**config.mk**
```make
export PLATFORM = sky130hd
export DESIGN_NAME = video_format_detector_top
export DESIGN_NICKNAME = d
export VERILOG_FILES = /design/src/rtl/core/vfd_pkg.sv /design/src/rtl/core/vfd_rate_pipe.sv /design/src/rtl/core/video_format_detector_top.sv
export SDC_FILE = /design/constraint.sdc
export NUM_CORES = 1
export LEC_CHECK = 0
export BUFFER_PORTS_ARGS = -buffer_cell sky130_fd_sc_hd__buf_2
export CORE_UTILIZATION = 50
export CTS_CLUSTER_SIZE = 8
export DETAILED_ROUTE_END_ITERATION = 10
export PLACE_DENSITY = 0.67
export SYNTH_ARGS = -nofsm -noshare
export SYNTH_HDL_FRONTEND = slang
export SYNTH_SLANG_ARGS = --single-unit
```
**constraint.sdc**
```tcl
create_clock -name clk -period 11.5 [get_ports clk]
set_input_delay 0.575 -clock clk [delete_from_list [all_inputs] [get_ports clk]]
set_output_delay 0.575 -clock clk [all_outputs]
set_load 0.05 [all_outputs]
```
**src/rtl/core/vfd_pkg.sv**
```systemverilog
// shared types, constants and lookup tables for the video format detector
package vfd_pkg;

    localparam int unsigned ClkNumer   = 124 * 255 / 10;
    localparam logic [7:0]  NoCode     = 8'hff;
    localparam logic [5:0]  Rate60     = 6'd60;
    localparam logic [5:0]  Rate50     = 6'd50;
    localparam logic [5:0]  Rate30     = 6'd30;
    localparam logic [5:0]  Rate0      = 6'd0;
    localparam logic [19:0] RateScale  = 20'd1000000;

    typedef struct packed {
        logic        video_on;
        logic [7:0]  video_code;
        logic [13:0] h_total;
        logic [13:0] h_active;
        logic [11:0] v_total;
        logic [11:0] v_active;
        logic [7:0]  clock_count;
    } in_t;

    typedef struct packed {
        logic        format_valid;
        logic [13:0] width;
        logic [11:0] height;
        logic [5:0]  frame_rate;
        logic [7:0]  code_out;
    } out_t;

    // rate comparison flags handed from the arithmetic pipe to the output stage
    typedef struct packed {
        logic above_55;
        logic above_45;
        logic above_25;
        logic zero_total;
    } rate_flags_t;

    typedef struct packed {
        logic        hit;
        logic [13:0] width;
        logic [11:0] height;
        logic [5:0]  rate;
    } fmt_t;

    typedef logic [11:0] pclk_table_t [256];

    // pixel clock in MHz per count byte, nested truncation folds into one quotient
    // quotient built by repeated subtraction at elaboration, zero count gives zero
    function automatic pclk_table_t build_pclk_table();
        pclk_table_t t;
        int unsigned rem;
        int unsigned q;
        for (int unsigned i = 0; i < 256; i++)
        begin
            rem = ClkNumer;
            q   = 0;
            if (i != 0)
            begin
                while (rem >= i)
                begin
                    rem = rem - i;
                    q   = q + 1;
                end
            end
            t[i] = 12'(q);
        end
        return t;
    endfunction

    localparam pclk_table_t PclkTable = build_pclk_table();

    function automatic fmt_t fmt_lookup(input logic [7:0] code);
        fmt_t f;
        f = '{hit: 1'b1, width: 14'd0, height: 12'd0, rate: Rate0};
        case (code)
            8'd2:    f = '{1'b1, 14'd720,  12'd480,  Rate50};
            8'd3:    f = '{1'b1, 14'd720,  12'd480,  Rate60};
            8'd17:   f = '{1'b1, 14'd720,  12'd576,  Rate50};
            8'd18:   f = '{1'b1, 14'd720,  12'd576,  Rate60};
            8'd4:    f = '{1'b1, 14'd1280, 12'd720,  Rate60};
            8'd19:   f = '{1'b1, 14'd1280, 12'd720,  Rate50};
            8'd34:   f = '{1'b1, 14'd1920, 12'd1080, Rate30};
            default: f = '{1'b0, 14'd0,    12'd0,    Rate0};
        endcase
        return f;
    endfunction

endpackage

```
**src/rtl/core/vfd_rate_pipe.sv**
```systemverilog
// two-stage frame rate arithmetic: pixel clock and frame size, then threshold compares
module vfd_rate_pipe (
    input  logic                 clk,
    input  logic                 rst_n,
    input  logic                 en,
    input  logic                 valid,
    input  vfd_pkg::in_t         data,
    output logic                 valid_o,
    output vfd_pkg::in_t         data_o,
    output vfd_pkg::rate_flags_t flags
);
    import vfd_pkg::*;

    logic        s1_valid_reg;
    in_t         s1_data_reg;
    logic [11:0] s1_pclk_reg;
    logic [25:0] s1_area_reg;
    logic        s2_valid_reg;
    in_t         s2_data_reg;
    rate_flags_t s2_flags_reg;

    logic [31:0] scaled;
    logic [31:0] lim_55;
    logic [31:0] lim_45;
    logic [31:0] lim_25;
    rate_flags_t flags_next;

    always_comb
    begin
        scaled = 32'(s1_pclk_reg) * 32'(RateScale);
        // rate > n  is  pclk*1e6 >= (n+1)*h*v
        lim_55 = 32'(s1_area_reg) * 32'd56;
        lim_45 = 32'(s1_area_reg) * 32'd46;
        lim_25 = 32'(s1_area_reg) * 32'd26;
        flags_next.above_55   = scaled >= lim_55;
        flags_next.above_45   = scaled >= lim_45;
        flags_next.above_25   = scaled >= lim_25;
        flags_next.zero_total = s1_area_reg == 26'd0;
    end

    always_ff @(posedge clk or negedge rst_n)
    begin
        if (!rst_n)
        begin
            s1_valid_reg <= 1'b0;
            s2_valid_reg <= 1'b0;
        end
        else if (en)
        begin
            s1_valid_reg <= valid;
            s2_valid_reg <= s1_valid_reg;
        end
    end

    always_ff @(posedge clk)
    begin
        if (en)
        begin
            s1_data_reg  <= data;
            s1_pclk_reg  <= PclkTable[data.clock_count];
            s1_area_reg  <= 26'(data.h_total) * 26'(data.v_total);
            s2_data_reg  <= s1_data_reg;
            s2_flags_reg <= flags_next;
        end
    end

    assign valid_o = s2_valid_reg;
    assign data_o  = s2_data_reg;
    assign flags   = s2_flags_reg;

endmodule

```
**src/rtl/core/video_format_detector_top.sv**
```systemverilog
// video format detector top level: rate pipe plus classification and output register
//
//  channel | signals                    | payload
//  src     | src_valid, src_stall       | src_data (vfd_pkg::in_t)
//  res     | res_valid, res_stall       | res_data (vfd_pkg::out_t)
//
// three register stages, one item per cycle unless a stalled result freezes the pipe
// the depth is set by the table lookup and h*v multiply, the 1e6 scaling
// and compares, and the format classification
// reset clears the stage valid bits only
// a stalled result freezes the whole pipe and src_stall follows it
module video_format_detector_top (
    input  logic          clk,
    input  logic          rst_n,
    input  logic          src_valid,
    output logic          src_stall,
    input  vfd_pkg::in_t  src_data,
    output logic          res_valid,
    input  logic          res_stall,
    output vfd_pkg::out_t res_data
);
    import vfd_pkg::*;

    logic        en;
    logic        p_valid;
    in_t         p_data;
    rate_flags_t p_flags;
    fmt_t        fmt;
    out_t        res_next;
    logic [5:0]  est_rate;
    logic        out_valid_reg;
    out_t        out_data_reg;

    assign en        = !(out_valid_reg && res_stall);
    assign src_stall = !en;

    vfd_rate_pipe u_rate (
        .clk     (clk),
        .rst_n   (rst_n),
        .en      (en),
        .valid   (src_valid),
        .data    (src_data),
        .valid_o (p_valid),
        .data_o  (p_data),
        .flags   (p_flags)
    );

    always_comb
    begin
        fmt = fmt_lookup(p_data.video_code);
        if (p_flags.zero_total)
        begin
            est_rate = Rate0;
        end
        else if (p_flags.above_55)
        begin
            est_rate = Rate60;
        end
        else if (p_flags.above_45)
        begin
            est_rate = Rate50;
        end
        else if (p_flags.above_25)
        begin
            est_rate = Rate30;
        end
        else
        begin
            est_rate = Rate0;
        end

        if (!p_data.video_on)
        begin
            res_next = '{1'b0, 14'd0, 12'd0, Rate0, NoCode};
        end
        else if (fmt.hit)
        begin
            res_next = '{1'b1, fmt.width, fmt.height, fmt.rate, p_data.video_code};
        end
        else
        begin
            res_next = '{1'b1, p_data.h_active, p_data.v_active, est_rate, NoCode};
        end
    end

    always_ff @(posedge clk or negedge rst_n)
    begin
        if (!rst_n)
        begin
            out_valid_reg <= 1'b0;
        end
        else if (en)
        begin
            out_valid_reg <= p_valid;
        end
    end

    always_ff @(posedge clk)
    begin
        if (en)
        begin
            out_data_reg <= res_next;
        end
    end

    assign res_valid = out_valid_reg;
    assign res_data  = out_data_reg;

`ifndef ASSERT_OFF
    a_stall_follows_output: assert property (@(posedge clk) disable iff (!rst_n)
        src_stall == (res_valid && res_stall))
        else $error("input stall does not track output backpressure");

    a_rate_legal: assert property (@(posedge clk) disable iff (!rst_n)
        res_valid |-> (res_data.frame_rate == Rate0 || res_data.frame_rate == Rate30 ||
                       res_data.frame_rate == Rate50 || res_data.frame_rate == Rate60))
        else $error("frame rate outside the known set");

    a_off_result: assert property (@(posedge clk) disable iff (!rst_n)
        (res_valid && !res_data.format_valid) |->
            (res_data.code_out == NoCode && res_data.width == 14'd0 &&
             res_data.height == 12'd0))
        else $error("video off result not cleared");

    a_hold_when_stalled: assert property (@(posedge clk) disable iff (!rst_n)
        (res_valid && res_stall) |=> (res_valid && $stable(res_data)))
        else $error("stalled result changed");
`endif

endmodule

```
==> metrics <==
Worst Path Arrival=6.88 ns; Largest register FFs=39; Yosys cell types=86; Routed Antenna Nets=0; total number of vias=17000; Max Cap Viol=0; reg-to-reg setup timing slack=4.84 ns; area of the multi-input gates=16700 um^2; H-Tree Level Count=4; Hold Vio Cnt, Final=0; clk buf depth=2; reg-to-reg startpoint=u_rate.s1_area_reg[5]; R2R depth=24; DRC=0; Crit. End Element=flip-flop; slew margin rel.=22.1%; ANT cells=0; Post-CTS Resized=0; Worst Skew=0.0121 ns; Commonest cells post-synth=inv_1 (419), ha_1 (387), fa_1 (250); Seq/Total Area, Yosys=20.0%; IO Pins=116; crit path kind=reg -> reg; asr flop ratio synth=1.95%; post-synthesis average cell area=9.61 um^2; post-CTS setup buffer count=0; register clock-pin slew on the reported worst setup and hold paths=0.07 ns; Hold Crit Endpoint=u_rate.s1_data_reg[39]; Total Routed Length=53.7 mm; PortBufs=114; Layout fillers=4175; nets=3185; Post-synth EDFFs=151; initial core utilization=50.7%; # rows=78; reg-to-reg endpoint=u_rate.flags[1]; worst hold stages=1; final setup violation count=0; dpl hpwl=43.9 mm; hold wc startpoint=src_data[39]; Skew-Pair Late Insertion Delay=0.46 ns; most common cell in the netlist=inv_1; Core Area=45500 um^2; Slew Viols, Final=0; TritonCTS clock tree=done; Placed Instances=3055; Die W=217 um; top post-synthesis cells by area=fa_1 (22%), ha_1 (21%), edfxtp_1 (20%); vias in the first global route=17000; setup TNS=0 ns; Mapped Cells=2400; register area=4610 um^2; Syn Nets=3110; Layout Utilization=54.5%; DR WL/cell=17.4 um; Worst setup SP type=flip-flop; worst min path class=in -> reg; final worst path period share=57.9%; CP required=11.71 ns; largest net degree at the start of global routing=72; Final Critical Period=6.66 ns; Worst Path Max Fanout=9; ys flop type=edfxtp_1; total track usage=23.6%; CTS Buf Count=17; Max Clock Freq=150 MHz; GR Overflow Total=0; mapped cell area=23100 um^2; GP Congestion=0.927; clk root buf=clkbuf_16; Min Hold Slack=0.280 ns; layout cells sized above 1=7.40%; outcome=finished clean; die height=217 um; Yosys reg bits=154; worst slew pin tran=1.15 ns; leading area contributor after synthesis=fa_1; DR pass1 iterations=6; global-route wire length before repair=88.1 mm; non-filler instance count after layout=3088; # clock sinks=154; Synth top area share=21.7%; CTS Hold Bufs=1; initial antenna violation count=0; unrepaired setup endpoints after global routing=false; DIE AREA=47000 um^2; Layout Area Growth over Synthesis=7.31%; Starting DRT DRC Count=1042; vias per cell=5.52; Synth warnings=0
cell usage in the layout, fill, tap and decap left out, types with 6 or more instances in the layout:
| cell type | Yosys | routed |
|---|---|---|
| inv_1 | 419 | 419 |
| ha_1 | 387 | 387 |
| fa_1 | 250 | 250 |
| nand2_1 | 200 | 199 |
| edfxtp_1 | 151 | 151 |
| a21oi_1 | 137 | 137 |
| buf_2 | 1 | 114 |
| nor2_1 | 95 | 95 |
| o21ai_0 | 84 | 84 |
| and2_1 | 72 | 72 |
| xnor2_1 | 66 | 66 |
| a21o_1 | 63 | 63 |
| xor2_1 | 47 | 47 |
| nand3_1 | 35 | 35 |
| nor3_1 | 24 | 24 |
| nor2b_1 | 24 | 24 |
| and3_1 | 20 | 20 |
| nand4_1 | 20 | 20 |
| o21bai_1 | 20 | 20 |
| a31oi_1 | 19 | 19 |
| o21a_1 | 17 | 17 |
| clkbuf_16 | 0 | 17 |
| a211oi_1 | 15 | 15 |
| nand2b_1 | 14 | 14 |
| o211ai_1 | 12 | 12 |
| a21boi_0 | 9 | 9 |
| nor4_1 | 8 | 8 |
| or2_2 | 7 | 7 |
| a2111oi_0 | 6 | 6 |
| or3_1 | 6 | 6 |
layer usage:
| metal | global-route usage, % | wire [um] | vias to the layer above |
|---|---|---|---|
| met4 | 5.56 | 767 | 0 |
| li1 | - | - | 8251 |
| met1 | 33.9 | 25700 | 8391 |
| met2 | 38.0 | 25000 | 362 |
| met5 | 0 | 0 | - |
| met3 | 2.75 | 2260 | 42 |
critical path, cell delays in order (launching register included):
cell and delay, ns:
edfxtp_1 0.64, inv_1 0.22, ha_1 0.33, inv_1 0.05, fa_1 0.49, inv_1 0.05
ha_1 0.34, a21o_1 0.19, a31oi_1 0.26, o21ai_0 0.21, a41o_1 0.34, a2111oi_0 0.75
or3_1 0.26, o21ai_0 0.10, a21oi_1 0.20, xor2_1 0.16, ha_1 0.25, o21a_1 0.19
o21a_1 0.19, o311ai_1 0.09, nand2_1 0.14, o221a_1 0.29, a21oi_2 0.17, o21ai_1 0.07
a2111o_1 0.42
worst max-delay path by stage:
stage	from	to	cells past startpoint
global route	u_rate.s1_pclk_reg[3]	u_rate.flags[3]	25
detailed placement	u_rate.s1_pclk_reg[3]	u_rate.flags[3]	25
floorplan	u_rate.s1_pclk_reg[3]	u_rate.flags[1]	26
finish	u_rate.s1_area_reg[5]	u_rate.flags[1]	24
global placement	u_rate.s1_pclk_reg[3]	u_rate.flags[3]	25
CTS	u_rate.s1_area_reg[5]	u_rate.flags[1]	24
per-stage QoR:
stage / setup slack (ns) / area, um^2
after global routing: 4.33 / 24800
after global placement: 5.00 / 24200
after floorplan: 5.39 / 23100
after detailed placement: 4.88 / 24200
after CTS: 4.88 / 24800
final: 4.84 / 24800
cell families after synthesis:
family	after synthesis	synth area share (%)
compound gates	452	12.7
fa+ha+maj	638	42.7
simple gates	548	11.6
mux	12	0.754
other cells	1	0.0163
flops	154	20.0
buf+inv	481	7.89
xor+xnor	114	4.36
area by class of cell:
type / instances / share of cell area [%]
Timing Repair Buffer: 117 / 2.41
Clock buffer: 17 / 1.72
Inverter: 420 / 6.37
Multi-Input combinational cell: 1765 / 67.2
Tap cell: 600 / 3.03
Clock inverter: 15 / 0.621
Sequential cell: 154 / 18.6
Power is left out: the tool's default activity adds up to more than one toggle a clock period on the data nets, which glitch-free logic cannot reach.
